[config.mk]
export PLATFORM = sky130hd
export DESIGN_NAME = bdp_ram
export DESIGN_NICKNAME = d
export VERILOG_FILES = /design/src/sv/bdp_ram.sv
export SDC_FILE = /design/constraint.sdc
export NUM_CORES = 2
export LEC_CHECK = 0
export BUFFER_PORTS_ARGS = -buffer_cell sky130_fd_sc_hd__buf_2
export CAP_MARGIN = 30
export CELL_PAD_IN_SITES_DETAIL_PLACEMENT = 1
export CELL_PAD_IN_SITES_GLOBAL_PLACEMENT = 2
export CORE_AREA = 2 2 283 564
export DETAILED_ROUTE_END_ITERATION = 10
export DIE_AREA = 0 0 285 566
export PLACE_DENSITY_LB_ADDON = 0.08
export SLEW_MARGIN = 15
export SYNTH_ARGS = -nofsm -noshare
export SYNTH_HDL_FRONTEND = slang
export SYNTH_SLANG_ARGS = --single-unit
[constraint.sdc]
create_clock -name clock -period 2.8 [get_ports clock]
set_input_delay 0.14 -clock clock [delete_from_list [all_inputs] [get_ports clock]]
set_output_delay 0.14 -clock clock [all_outputs]
set_load 0.01 [all_outputs]
[src/sv/bdp_ram.sv]
`default_nettype none

module bdp_ram #(
   parameter int WIDTH = 8,
   parameter int DEPTH = 256
) (
   input  wire logic                     clock,
   input  wire logic                     wr_en,
   input  wire logic [$clog2(DEPTH)-1:0] wr_addr,
   input  wire logic [WIDTH-1:0]         wr_data,
   input  wire logic [$clog2(DEPTH)-1:0] rd_addr,
   output logic      [WIDTH-1:0]         rd_data
);

   logic [WIDTH-1:0] mem_ff [DEPTH];

   // one write port, registered read
   always_ff @(posedge clock) begin
      if (wr_en) begin
         mem_ff[wr_addr] <= wr_data;
      end
      rd_data <= mem_ff[rd_addr];
   end

endmodule

`default_nettype wire

==> impl_metrics.toml <==
[synth]
async_flop_share = 0
synth_cells = 3733
yosys.cell_types.count = 55
synth_warnings = 0
netlist_top_cells_count = "edfxtp_1, mux4_2, nor2_1"
synth-main-ff-cell = "edfxtp_1"
synth.most_common_cell = "edfxtp_1"
netlist_area_sq_um = 79600
yosysTopAreaCell = "edfxtp_1"
synth-edff-count = 2048
ys_seq_elements = 2056
synth_fp_nets = 3759
yosysSeqAreaShare = 0.775
synth_top_area_frac = 0.773
synth.avg_cell_area_sq_um = 21.3
synthTopCellsByArea = "edfxtp_1, mux4_2, mux2i_1, nor2_1, a22oi_1"

[power_and_ir_drop]
power.total_w = 0.0630
p_leak_nw = 29.6
internal_power_w = 0.0496
combPwrFrac = 0.057
p_sw_frac = 0.214
power_density_nw_per_um2 = 683
seqPwrFrac = 0.539
p_switching_w = 0.0135
pwr-share-clk = 0.404
ir_drop_uv = 597

[finish]
area_growth_pct = 16.0
drive_gt1_frac = 0.310
fin_util = 0.587
fill_cells = 13300
finalNetCount = 4353
multi_input_area_sq_um = 16500
regArea_sq_um = 61700

[sta]
worstMarginPinSlew_ns = 1.00
layout_setup_ws_ns = 0.0356
final-hold-violation-count = 20
finClkSkew_ns = 0.0491
final-setup-viol-count = 0
slew_violations = 0
fin_crit_sh = 0.987
finalSetupTns_ns = 0
max_slew_margin = 0.333
hold_slack_ns = -0.0441
rsz0062_at_grt = "false"
fin_crit_ns = 2.76
fmax_mhz = 362

[worst_setup_path]
r2r-end = "rd_data[3]"
crit_family = "compound AO/OA/AOI/OAI gates"
critPathCaptureType = "flop"
critPathLaunchType = "flop"
reg2regPathDepth = 6
critPathMaxStageDelay_ns = 0.56
cp_slowest_cell = "a221oi_1"
critPathRequiredTime_ns = 3.48
worstSetupPathType = "flop to flop"
rrSetupSlack_ns = 0.04
crit_fanout = 1
cp.arrival_ns = 3.45
critical_path.cell_chain = "mux4_2 -> a22o_1 -> a221oi_1 -> o32ai_1 -> nor3_2 -> nor4_1"
r2r-start = "mem_ff[208][3]"
crit_buf_inv = 0

[status]
violations = "hold timing"
status = "finished with violations"

[global_route]
overflow = 0
antenna_found_initial = 11
grt_max_degree = 105
grt_usage = 0.290
grt_pass1_wl_microns = 331000
grt_pass1_vias = 44300

[floorplanning]
die_area_sq_um = 161000
die_w_microns = 285
rows = 206
io_pins = 34
core_sq_um = 157000
initial_core_util = 0.506
die_h_microns = 566

[drt]
drt_iter0_markers = 3808
routed-via-count = 40700
dr.pass1.iters = 5
wl_per_cell_microns = 35.2
drc = 0
avgViaCountPerCell = 6.21
ant_nets = 0
wirelength_microns = 231000

[placement]
port_buffers = 33
globalplace.congestion = 0.875
hpwl_microns = 157000
pre_cts_ws_ns = -0.792

[cts]
cts_buffers = 185
htree_levels = 4
cts_tree = "yes"
clk_pin_slew_worst_paths_ns = 0.07
cts_sinks = 2056
root_buffer = "clkbuf_16"
cts_buffer_depth = 4
clk_latency_ns = 0.82

[min_path]
hold_start = "wr_data[4]"
whs_endpoint = "mem_ff[8][4]"
worstHoldPathType = "primary input to flop"
holdPathStages = 1

[job]
maxCapViolCount = 0
==> worst register-to-register path, cell delays in order, from the launching register on <==
cell	delay, ns
edfxtp_1	0.37
mux4_2	0.48
a22o_1	0.32
a221oi_1	0.56
o32ai_1	0.34
nor3_2	0.44
nor4_1	0.13
==> power groups by stage <==
| stage | Clock (W) | Combinational (W) | Sequential, W |
|---|---|---|---|
| global placement | 0 | 0.00349 | 0.0346 |
| floorplan | 0 | 0.00165 | 0.0346 |
| CTS | 0.0259 | 0.00362 | 0.0340 |
| global route | 0.0269 | 0.00374 | 0.0340 |
| finish | 0.0255 | 0.00356 | 0.0340 |
| detailed placement | 0 | 0.00360 | 0.0346 |
==> kinds of logic after synthesis <==
family,Yosys count,share of synthesized area
buffers and inverters,235,0.0183
multiplexers,591,0.146
AND/OR/NAND/NOR,466,0.0263
flip-flops,2056,0.775
AO/OA/AOI/OAI,385,0.0342
==> placed cells by master (no fill, tap or decap), types with 22 or more instances in the layout <==
cell type,Yosys,final
clkinv_1,1,36
clkbuf_16,0,189
nor2_1,282,279
buf_4,27,552
nand2_1,33,33
buf_2,31,22
o22ai_1,28,28
mux2i_1,134,134
buf_12,8,52
mux4_2,454,454
nor2b_1,31,28
a21oi_1,96,96
clkinv_2,0,36
o221ai_1,46,46
clkbuf_1,111,31
edfxtp_1,2048,2048
nand3_1,34,34
a22oi_1,133,133
==> layer usage <==
| layer | part of all wire | track usage | vias to the layer above |
|---|---|---|---|
| li1 | - | - | 16800 |
| met3 | 0.044 | 0.0342 | 419 |
| met1 | 0.35 | 0.338 | 22200 |
| met2 | 0.55 | 0.538 | 1303 |
| met4 | 0.048 | 0.121 | 4 |
| met5 | 0.00011 | 0 | - |
==> timing repair <==
item / 4_1_cts / 5_1_grt
endpoints found under the setup margin: 2 / 0
hold endpoints to repair: 113 / 2
buffers inserted: 0 / 0
hold buffers: 3 / 1
gates resized for setup: 2 / 0
==> final cells by class <==
type | instances | share of cell area
repair buffers | 640 | 0.0594
clock inverters | 110 | 0.0118
flip-flops and latches | 2056 | 0.668
clock buffers | 221 | 0.0527
well taps | 2080 | 0.0282
inverters | 2 | 0.0000814
multi-input cells | 1442 | 0.179
diodes | 5 | 0.000136
==> through the flow <==
stage	hold WS, ns	instance area [sq um]	cells
finish	-0.0441	92200	6556
global route	0.00372	92200	6552
CTS	0.00550	92200	6550
detailed placement	0.531	86200	6216
global placement	0.520	86200	6215
floorplan	0.239	79600	3733
==> worst max-delay path by stage <==
stage                    from  slack, ns  depth (start not counted)          to
4_1_cts        mem_ff[208][3]       0.02                          6  rd_data[3]
2_1_floorplan      rd_addr[0]       0.72                          9  rd_data[2]
5_1_grt         mem_ff[76][4]       0.01                          7  rd_data[4]
3_5_place_dp       rd_addr[4]      -0.79                          9  rd_data[3]
6_report       mem_ff[208][3]       0.04                          6  rd_data[3]
3_3_place_gp       rd_addr[0]      -1.19                          9  rd_data[7]
==> registers in the layout, summed over array words and instances, names as in the netlist <==
signal / flops
mem_ff: 2048
rd_data: 8
Power figures use the tool's default switching activity.
