**src/sv/bdp_pkg.sv**
```systemverilog
`default_nettype none

package bdp_pkg;

   // patch record phases
   typedef enum logic [1:0] {
      PH_CTRL  = 2'd0,
      PH_DIFF  = 2'd1,
      PH_EXTRA = 2'd2
   } phase_type;

   // configuration register indexes
   localparam logic CSR_SRC_SIZE = 1'b0;
   localparam logic CSR_NEW_SIZE = 1'b1;

   localparam int SIZE_W      = 17;
   localparam int POS_W       = 16;
   localparam int QUEUE_DEPTH = 4;
   localparam int QCNT_W      = 3;
   localparam int QPTR_W      = 2;

   // item kinds
   localparam logic KIND_LOAD  = 1'b0;
   localparam logic KIND_PATCH = 1'b1;

   // result status codes
   localparam logic ST_OK      = 1'b0;
   localparam logic ST_CORRUPT = 1'b1;

   // classified beat from the front, old byte still to be added
   typedef struct packed {
      logic             status;
      logic             diff;
      logic             in_range;
      logic [7:0]       data;
      logic [POS_W-1:0] pos;
      logic             last;
   } op_type;

   // finished result beat
   typedef struct packed {
      logic             status;
      logic [7:0]       data;
      logic [POS_W-1:0] pos;
      logic             last;
   } rsp_type;

endpackage

`default_nettype wire

```
**src/sv/bdp_back.sv**
```systemverilog
`default_nettype none

module bdp_back import bdp_pkg::*; (
   input  wire logic              clock,
   input  wire logic              reset,
   input  wire logic              op_valid,
   input  wire op_type            op,
   input  wire logic [7:0]        old_byte,
   input  wire logic              rsp_ready,
   output logic                   rsp_valid,
   output rsp_type                rsp,
   output logic [QCNT_W-1:0]      level
);

   rsp_type           queue_ff [QUEUE_DEPTH];
   logic [QPTR_W-1:0] wr_ptr_ff, rd_ptr_ff;
   logic [QCNT_W-1:0] count_ff;
   rsp_type           result;
   logic              pop;

   // add the old byte to diff beats
   always_comb begin
      result.status = op.status;
      result.data   = (op.diff && op.in_range) ? (op.data + old_byte) : op.data;
      result.pos    = op.pos;
      result.last   = op.last;
   end

   assign pop       = rsp_valid && rsp_ready;
   assign rsp_valid = (count_ff != '0);
   assign rsp       = queue_ff[rd_ptr_ff];
   assign level     = count_ff;

   // result queue storage
   always_ff @(posedge clock) begin
      if (op_valid) begin
         queue_ff[wr_ptr_ff] <= result;
      end
   end

   // queue pointers and fill count
   always_ff @(posedge clock) begin
      if (reset) begin
         wr_ptr_ff <= '0;
         rd_ptr_ff <= '0;
         count_ff  <= '0;
      end else begin
         if (op_valid) begin
            wr_ptr_ff <= wr_ptr_ff + QPTR_W'(1);
         end
         if (pop) begin
            rd_ptr_ff <= rd_ptr_ff + QPTR_W'(1);
         end
         count_ff <= count_ff + QCNT_W'(op_valid) - QCNT_W'(pop);
      end
   end

endmodule

`default_nettype wire

```
**config.mk**
```make
export PLATFORM = sky130hd
export DESIGN_NAME = bdp_back
export DESIGN_NICKNAME = d
export VERILOG_FILES = /design/src/sv/bdp_pkg.sv /design/src/sv/bdp_back.sv
export SDC_FILE = /design/constraint.sdc
export NUM_CORES = 1
export LEC_CHECK = 0
export ABC_AREA = 1
export BUFFER_PORTS_ARGS = -buffer_cell sky130_fd_sc_hd__buf_2
export CORE_MARGIN = 2
export CORE_UTILIZATION = 50
export DETAILED_ROUTE_END_ITERATION = 6
export PLACE_DENSITY = 0.71
export SYNTH_ARGS = -nofsm -noshare
export SYNTH_HDL_FRONTEND = slang
export SYNTH_SLANG_ARGS = --single-unit
```
**constraint.sdc**
```tcl
create_clock -name clock -period 1.8 [get_ports clock]
set_input_delay 0.36 -clock clock [delete_from_list [all_inputs] [get_ports clock]]
set_output_delay 0.36 -clock clock [all_outputs]
set_load 0.005 [all_outputs]
```
==> metrics.md, run 1 <==
| Metric | Value |
|---|---|
| Die Y | `101 µm` |
| Final core utilization | `68.4%` |
| Die width | `101 µm` |
| Area of the multi-input gates | `1430 µm²` |
| CTS tree | `yes` |
| Vias per cell | `5.35` |
| # clock sinks | `113` |
| Layout area overhead | `33.6%` |
| Worst setup margin | `-166 ps` |
| Vias in the first global route | `3,273` |
| Failing checks | `negative setup slack` |
| Drt first-iter violations | `200` |
| Fin crit share | `109%` |
| HP Class | `input pin to register` |
| Initial core utilization | `51.2%` |
| Syn Nets | `438` |
| Pre-antenna DRT Iters | `5` |
| CP Class | `register to primary output` |
| Sequential-to-total area share from yosys stat | `70.1%` |
| Top cells by count, synth | `104 x edfxtp_1, 60 x nor2_1, 47 x o21ai_0` |
| Buffers on Ports | `69` |
| Worst slew margin | `68.6%` |
| H-tree levels | `4` |
| Via count | `3,276` |
| Total congestion overflow | `0` |
| Layout cells sized above 1 | `38.1%` |
| Power density cells | `1300 nW/µm²` |
| Drt drc | `0` |
| Critical Path Start Type | `register` |
| Post-Syn Instances | `383` |
| Post-synthesis sequential element count | `113` |
| Die ar. | `10,200 µm²` |
| Clock transition at path regs | `50 ps` |
| Asr flop ratio synth | `0%` |
| Wire length per cell | `16.7 µm` |
| Hold_buf cts | `0` |
| Clock latency on the worst-skew pair | `510 ps` |
| Global router's overall resource usage | `20.2%` |
| Crit-path max FO | `10` |
| Syn Area/Cell | `12.3 µm²` |
| Status | `finished with violations` |
| Initial antenna violation count | `0` |
| VDD IR max | `0.000569 V` |
| Yosys top cell area share | `66.3%` |
| Root Buffer | `clkbuf_8` |
| RSZ-0062 raised after global routing | `true` |
| First-pass GRT wire length | `15,300 µm` |
| Skew final | `6.48 ps` |
| Max Slew Vio Count | `0` |
| Static leakage | `2.48 nW` |
| Dominant synthesized flop cell | `edfxtp_1` |
| FMAX | `509 MHz` |
| WP data required | `1440 ps` |
| HPWL after DPL | `5900 µm` |
| Gpl congestion | `0.744` |
| Crit path DAT | `1610 ps` |
| ANT cells | `0` |
| # fillers | `613` |
| Rows | `35` |
| Max_cap viols | `0` |
| Drt total wl | `10,200 µm` |
| Final hold slack | `22.6 ps` |
| ANT nets after route | `0` |
| Most frequent cell after synthesis | `edfxtp_1` |
| Tmin final | `1970 ps` |
| Area contributors post-synth | `edfxtp_1 66%, o21ai_0 5.0%, nor2_1 4.8%, dfxtp_1 3.8%, ha_1 3.5%` |
| Core ar. | `9200 µm²` |
| Final setup viols | `27` |
| Number of synthesized flops with an enable pin | `104` |
| Fin. Hold Viols | `0` |
| Sequential Area | `3320 µm²` |
| # nets final | `543` |
| Yosys cell types | `26` |
| Total CTS buffers | `17` |
| Clock Tree Buf Depth | `2` |
| Mapped cell area | `4710 µm²` |
| Largest net degree at the start of global routing | `25` |
| Synthesis Warnings | `0` |
| Ports | `70` |
| Least-Margin Pin Slew | `466 ps` |
| Area leader, netlist | `edfxtp_1` |
| CP Capture Type | `primary output` |
==> metrics by stage <==
step	setup TNS [ps]	std cells	area (µm²)	worst slack, ps	total power [mW]
floorplan	-7.48	383	4730	-7.48	4.07
global placement	-314	567	5280	-66.2	4.61
detailed placement	-587	567	5280	-106	4.67
CTS	-2580	609	6100	-151	7.96
global route	-4260	612	6290	-216	8.59
finish	-2500	612	6290	-166	8.21
==> report_power, final <==
| group | switching (mW) | internal [mW] | leakage, nW | total [mW] |
|---|---|---|---|---|
| Clock | 1.14 | 1.80 | 0.247 | 2.95 |
| Combinational | 1.09 | 0.992 | 1.20 | 2.09 |
| Sequential | 0.114 | 3.06 | 1.03 | 3.17 |
| Total | 2.35 | 5.86 | 2.48 | 8.21 |
==> cell families after synthesis <==
family | count (synthesis) | share of synthesized area (%)
adders and majority gates | 15 | 4.30
AOI/OAI and AO/OA | 95 | 11.1
buffers and inverters | 42 | 4.09
DFF | 113 | 70.1
and+or+nand+nor | 116 | 10.0
xor gates and xnor gates | 2 | 0.372
==> path summary, 6_finish.rpt <==
kind         slack, ps  cells past startpoint       end          from
min reg2reg        470                      2  register  rd_ptr_ff[1]
max reg2reg        -30                     10  level[2]      level[0]
max               -170                      5    rsp[0]      register
min                 20                      2  level[1]         reset
==> critical path, cell delays in order (launching register included) <==
cell,delay (ps)
dfxtp_4,440
buf_4,170
inv_6,50
o21ai_0,180
o22ai_1,100
buf_2,150
==> flip-flops by register name (all words and copies together), names as in the netlist, named ones only <==
register / cells
rd_ptr_ff: 2
level: 3
wr_ptr_ff: 2
queue_ff: 104
==> cell usage in the layout, fill, tap and decap left out, types with 2 or more instances in the layout <==
cell        netlist  layout
o22ai_1          26      18
ha_4              0       2
o21ai_0          47      18
nand3b_1          4       4
a21oi_1           9       9
ha_1             13      11
nor2_2            0      10
o22ai_2           0       8
nand2_1          40      40
nor2_1           60      47
clkinv_2          0       6
inv_1            25      22
o21ai_1          11      20
buf_16            0       3
inv_8             0       2
inv_2             1       2
clkinvlp_4        0       7
nor2_4            0       3
nand3_1           9       9
clkbuf_16         0      17
dfxtp_1           9       4
o21ai_2           0      19
buf_8             0       2
buf_2             9      69
edfxtp_1        104     104
buf_4             3      15
buf_6             1       6
buf_12            0       4
dfxtp_4           0       4
==> metal layers <==
layer | GRT usage [%] | share of wire (%)
met5 | 0 | 0
met4 | 5.93 | 1.0
met3 | 5.76 | 5.1
met2 | 38.1 | 54
met1 | 21.7 | 40
==> final cells by class <==
| cell class | instances | share of cell area, % |
|---|---|---|
| well taps | 111 | 2.21 |
| flip-flops and latches | 113 | 52.7 |
| repair buffers | 100 | 11.8 |
| inverters | 27 | 1.89 |
| multi-input cells | 228 | 22.7 |
| repair inverters | 1 | 0.139 |
| clock inverters | 15 | 1.93 |
| clock buffers | 17 | 6.58 |
==> repair_timing <==
item,4_1_cts,5_1_grt
pin swaps,6,11
buffers inserted,6,2
setup endpoints to repair,27,28
cloned,4,1
gates resized for setup,69,43
No activity file was read; power rests on OpenSTA's default activity.
==> inputs of run 2 (changes only) <==
- ABC_AREA: 1 -> 0
- GPL_ROUTABILITY_DRIVEN: not set -> 0
==> run 2 against run 1 <==
  * The run still ends with negative setup slack left
  * Clock-buffer cell count unchanged
  * Total power decreased by 5.2%
  * Worst setup slack got worse by 140 ps
==> metrics.md, run 2 <==
| Metric | Value |
|---|---|
| Vias in the first global route | `2,596` |
| VDD IR max | `0.000615 V` |
| Wire length per cell | `17.5 µm` |
| Die Y | `99.8 µm` |
| Post-synthesis mux area share | `13.4%` |
| Vias per cell | `5.38` |
| Clock Tree Buf Depth | `2` |
| Post-route cell area | `5960 µm²` |
| Reg2Reg Launch Point | `level[2]` |
| Number of synthesized flops with an enable pin | `104` |
| CP Capture Type | `primary output` |
| ANT nets after route | `0` |
| Crit path DAT | `1740 ps` |
| Largest family of logic cells by synthesized area | `multiplexers` |
| Die ar. | `9970 µm²` |
| Post-Syn Instances | `237` |
| Most frequent cell after synthesis | `edfxtp_1` |
| Die width | `99.8 µm` |
| Status | `finished with violations` |
| HP Class | `input pin to register` |
| Share of power burned in registers | `40.4%` |
| Worst setup margin | `-301 ps` |
| Most frequent cells in the layout | `104 x edfxtp_1, 66 x buf_2, 32 x buf_4, 26 x mux4_2, 17 x clkbuf_16` |
| Yosys top cell area share | `68.0%` |
| Buffers on Ports | `69` |
| Dominant synthesized flop cell | `edfxtp_1` |
| Root Buffer | `clkbuf_8` |
| Rows | `34` |
| Sequential-to-total area share from yosys stat | `71.9%` |
| Mapped cell area | `4590 µm²` |
| First-pass GRT wire length | `13,100 µm` |
| FMAX | `476 MHz` |
| Placed Area | `5370 µm²` |
| Synth Area in Compound Gates | `3.46%` |
| Asr flop ratio synth | `0%` |
| Power density cells | `1310 nW/µm²` |
| Switching power | `1.91 mW` |
| Worst slew margin | `63.6%` |
| Skew final | `6.28 ps` |
| # clock sinks | `113` |
| Total CTS buffers | `17` |
| Crit-path max FO | `9` |
| Area contributors post-synth | `edfxtp_1 68%, mux4_2 13%, dfxtp_1 3.9%, ha_1 3.5%, fa_1 0.87%` |
| # nets final | `407` |
| CTS tree | `yes` |
| Max reg flops | `104` |
| WP data required | `1440 ps` |
| Least-Margin Pin Slew | `541 ps` |
| Non-Filler Instances | `472` |
| Final setup viols | `28` |
| Core ar. | `8810 µm²` |
| Clock transition at path regs | `50 ps` |
| HPWL after DPL | `5350 µm` |
| Cell depth of the worst hold path | `1` |
| Critical Path Start Type | `register` |
| Via count | `2,538` |
| Drt total wl | `8240 µm` |
| Setup TNS | `-7110 ps` |
| Yosys cell types | `38` |
| Cell-internal power | `5.87 mW` |
| Most common cell after layout, fill and taps aside | `edfxtp_1` |
| Post-synthesis sequential element count | `113` |
| Largest register by flop count | `queue_ff` |
| Ports | `70` |
| Top cells by count, synth | `104 x edfxtp_1, 26 x mux4_2, 13 x ha_1` |
| Global router's overall resource usage | `17.8%` |
| Tmin final | `2100 ps` |
| ANT cells | `0` |
| H-tree levels | `4` |
| Xor/xnor share of the synthesized area | `1.53%` |
| Total congestion overflow | `0` |
| RSZ-0062 raised after global routing | `true` |
| Synth Area in Simple Gates | `3.79%` |
| Largest net degree at the start of global routing | `19` |
| Clock latency on the worst-skew pair | `500 ps` |
| Reg2reg setup slack | `-270 ps` |
| Pre-antenna DRT Iters | `4` |
| Synth Area in Adders | `4.41%` |
| Fin crit share | `117%` |
| Clock share of power | `37.3%` |
| Total power | `7.78 mW` |
| CP Class | `register to primary output` |
| Initial antenna violation count | `0` |
| Hold Path Sink | `queue_ff[0][7]` |
| Placed insts | `440` |
| Layout cells sized above 1 | `48.4%` |
| Fin. Hold Viols | `0` |
| Worst r2r dst | `level[2]` |
| Initial core utilization | `52.2%` |
| Combinational share of power | `22.3%` |
| Max Slew Vio Count | `0` |
| Syn Area/Cell | `19.4 µm²` |
| Synthesis Warnings | `0` |
| Area leader, netlist | `edfxtp_1` |
| Failing checks | `negative setup slack` |
| Drt drc | `0` |
| Switching Share | `24.5%` |
| Drt first-iter violations | `77` |
| Static leakage | `2.20 nW` |
| Layout area overhead | `29.8%` |
| FF-to-FF path depth | `10` |
| Min-delay src | `op[7]` |
| Max_cap viols | `0` |
| Syn Nets | `292` |
-- run 2: how the worst max path moves through the flow --
| stage | endpoint | cells past startpoint |
|---|---|---|
| 2_1_floorplan | level[2] | 10 |
| 3_3_place_gp | level[2] | 10 |
| 3_5_place_dp | queue_ff[0][23] | 9 |
| 4_1_cts | rsp[16] | 3 |
| 5_1_grt | rsp[16] | 3 |
| 6_report | rsp[16] | 3 |
-- run 2: layout make-up --
class                      count  area (µm²)
inverter                       8        32.5
fill                         592        2840
tap                          108         135
clock inverter                14         120
multi-input combinational    108        1280
clock buffer                  17         414
timing repair buffer         104         669
sequential                   113        3310
-- run 2: through the flow --
step,setup slack [ps],util (%),hold slack (ps)
floorplan,-280,-,459
global placement,-241,60.9,511
detailed placement,-309,60.9,526
CTS,-336,67.1,47.8
global route,-358,67.7,52.4
finish,-301,67.7,79.8
-- run 2: layer usage --
| metal | global-route usage, % | part of all wire [%] | vias to the layer above |
|---|---|---|---|
| met3 | 5.78 | 4.4 | 5 |
| met1 | 20.8 | 44 | 1272 |
| met4 | 6.85 | 0.90 | 0 |
| met5 | 0 | 0 | - |
| li1 | - | - | 1188 |
| met2 | 30.7 | 51 | 73 |
-- run 2: cell families after synthesis --
kind of cell,Yosys count
AND/OR/NAND/NOR,33
multiplexers,29
buffers and inverters,16
AO/OA/AOI/OAI,23
flip-flops,113
XOR/XNOR,8
adder cells (fa/ha/maj),15
-- run 2: worst max-delay path, cell delays in order, from the launching register on --
cell and delay, ps:
dfxtp_4 400, buf_12 160, mux4_2 550, buf_6 140
-- run 2: what timing repair did --
item                                    in CTS  in global routing
setup buffers                                0                  0
pin swaps                                    0                  1
hold buffers                                 0                  0
endpoints found under the setup margin      28                 28
cloned                                       0                  1
resized for setup                            2                  6
-- run 2: power by group through the flow --
stage	clock [mW]	combinational, mW	sequential (mW)
after floorplan	0	1.00	3.17
after global placement	0	1.63	3.17
after detailed placement	0	1.65	3.18
after CTS	2.96	1.68	3.13
after global routing	3.07	1.91	3.16
final	2.90	1.73	3.15
==> inputs of run 3 (changes only) <==
- BUFFER_PORTS_ARGS: -buffer_cell sky130_fd_sc_hd__buf_2 -> not set
- CORE_UTILIZATION: 50 -> 55
- DONT_BUFFER_PORTS: not set -> 1
- PLACE_DENSITY: 0.71 -> 0.7
==> run 3 against run 2 <==
  * The run ends with negative hold slack, negative setup slack left
  * Combinational power fell by 4%
  * Largest power group is now the clock network
  * Non-clock buffer count decreased by 54
  * Critical endpoint is now rsp[7]
  * Critical path type unchanged
  * Global-route usage up 3.1 points
  * Final area decreased by 1.8%
  * Highest routed layer unchanged
  * Clock-buffer cell count is 2 higher
  * Routed wire length grew 5.8%
  * Total power rose by 3.9%
  * Critical path depth unchanged
  * Via count is 6.6% lower
==> metrics.md, run 3 (synthesis results as in run 2) <==
| Metric | Value |
|---|---|
| Worst r2r dst | `level[2]` |
| ANT nets after route | `0` |
| Crit-path max cell delay | `560 ps` |
| Crit path cell chain | `buf_12 -> buf_12 -> mux4_2` |
| Crit path DAT | `1690 ps` |
| FMAX | `487 MHz` |
| Total power | `8.09 mW` |
| Die ar. | `9100 µm²` |
| Largest register by flop count | `queue_ff` |
| Most frequent cells in the layout | `104 x edfxtp_1, 26 x mux4_2, 24 x buf_4, 20 x dlygate4sd3_1, 16 x clkbuf_16` |
| Post-route cell area | `5850 µm²` |
| Clock transition at path regs | `50 ps` |
| Worst slew margin | `67.9%` |
| HP Class | `input pin to register` |
| Hold_buf cts | `20` |
| Drt total wl | `8720 µm` |
| Critical Path Start Type | `register` |
| Initial antenna violation count | `0` |
| Failing checks | `negative hold slack, negative setup slack` |
| Via count | `2,371` |
| CP endpoint | `rsp[7]` |
| FF-to-FF path depth | `10` |
| Drt first-iter violations | `76` |
| Skew final | `6.01 ps` |
| Static leakage | `2.04 nW` |
| Rows | `33` |
| Buffers on Ports | `0` |
| Layout cells sized above 1 | `32.2%` |
| Global router's overall resource usage | `20.9%` |
| Pre-antenna DRT Iters | `4` |
| Clock Tree Buf Depth | `2` |
| Die Y | `95.4 µm` |
| Crit-path max FO | `6` |
| Most common cell after layout, fill and taps aside | `edfxtp_1` |
| CTS tree | `yes` |
| Fin crit share | `114%` |
| Core ar. | `8180 µm²` |
| RSZ-0062 raised after global routing | `true` |
| Worst setup margin | `-252 ps` |
| Reg2Reg Launch Point | `level[2]` |
| # clock sinks | `113` |
| CP Capture Type | `primary output` |
| Vias per cell | `5.70` |
| Max_cap viols | `0` |
| Die width | `95.4 µm` |
| Layout area overhead | `27.4%` |
| ANT cells | `0` |
| Final setup viols | `28` |
| First-pass GRT wire length | `13,100 µm` |
| Fin. Hold Viols | `7` |
| HPWL after DPL | `5160 µm` |
| Least-Margin Pin Slew | `476 ps` |
| WP data required | `1440 ps` |
| Initial core utilization | `56.2%` |
| Total CTS buffers | `17` |
| Max reg flops | `104` |
| Ports | `70` |
| Cell mode on critical path | `buf_12` |
| Status | `finished with violations` |
| Drt drc | `0` |
| Root Buffer | `clkbuf_8` |
| Max Slew Vio Count | `0` |
| Final hold slack | `-75.0 ps` |
| CP Class | `register to primary output` |
| Vias in the first global route | `2,482` |
| Tmin final | `2050 ps` |
| VDD IR max | `0.000539 V` |
| Clock latency on the worst-skew pair | `500 ps` |
| CP max-delay cell | `mux4_2` |
| Power density cells | `1380 nW/µm²` |
| Total congestion overflow | `0` |
| Largest net degree at the start of global routing | `17` |
| Wire length per cell | `20.9 µm` |
| # nets final | `353` |
| Placed Area | `4970 µm²` |
| H-tree levels | `4` |
| Reg2reg setup slack | `-250 ps` |
-- run 3: cell count changes in the layout (fill, tap and decap cells not counted), moves of 2 or more --
cell,previous run,this run
clkinvlp_4,6,1
buf_12,2,6
buf_2,66,0
clkbuf_1,0,2
dlygate4sd3_1,0,20
clkinv_4,3,1
bufinv_16,1,4
buf_4,32,24
buf_6,3,0
clkinv_1,1,3
-- run 3: layout make-up --
type | count | area [µm²]
Sequential cell | 113 | 3310
Fill cell | 498 | 2320
Multi-Input combinational cell | 108 | 1290
Timing Repair Buffer | 50 | 500
Clock buffer | 19 | 422
Clock inverter | 13 | 168
Tap cell | 105 | 131
Inverter | 8 | 32.5
-- run 3: timing repair --
item	CTS	global route
endpoints found under the hold margin	81	7
setup buffers	2	2
endpoints found under the setup margin	28	28
gates cloned	2	0
resized for setup	5	3
pin swaps	0	2
-- run 3: routing by layer --
metal | vias up | wire length [µm] | global-route usage (%) | share of wire (%)
li1 | 1079 | - | - | -
met1 | 1205 | 3530 | 24.8 | 41
met2 | 82 | 4560 | 34.7 | 52
met3 | 5 | 543 | 8.06 | 6.2
met4 | 0 | 80 | 7.50 | 0.92
met5 | - | 0 | 0 | 0
-- run 3: critical path: cells and delay by family (launching register included) --
kind	cells	cell delay (ps)
muxes	1	560
DFF	1	390
buffers and inverters	2	240
-- run 3: where the power goes --
part / internal (mW) / switching [mW]
registers: 3.07 / 0.0802
logic: 0.937 / 0.719
clock network: 2.22 / 1.06
-- run 3: through the flow --
step	std cells	util [%]	setup WS [ps]	setup TNS, ps
global route	416	71.6	-331	-6880
global placement	360	60.8	-241	-1820
detailed placement	360	60.8	-290	-2370
CTS	416	71.6	-292	-6680
floorplan	237	-	-280	-581
finish	416	71.6	-252	-5330
-- run 3: worst min path at each step --
stage	from	endpoint	slack (ps)	cells past startpoint
final	reset	level[2]	-80	1
after global routing	reset	level[2]	-100	1
after CTS	reset	level[2]	-100	1
after detailed placement	reset	register	430	1
after global placement	reset	level[2]	430	1
after floorplan	op[0]	queue_ff[0][0]	460	0
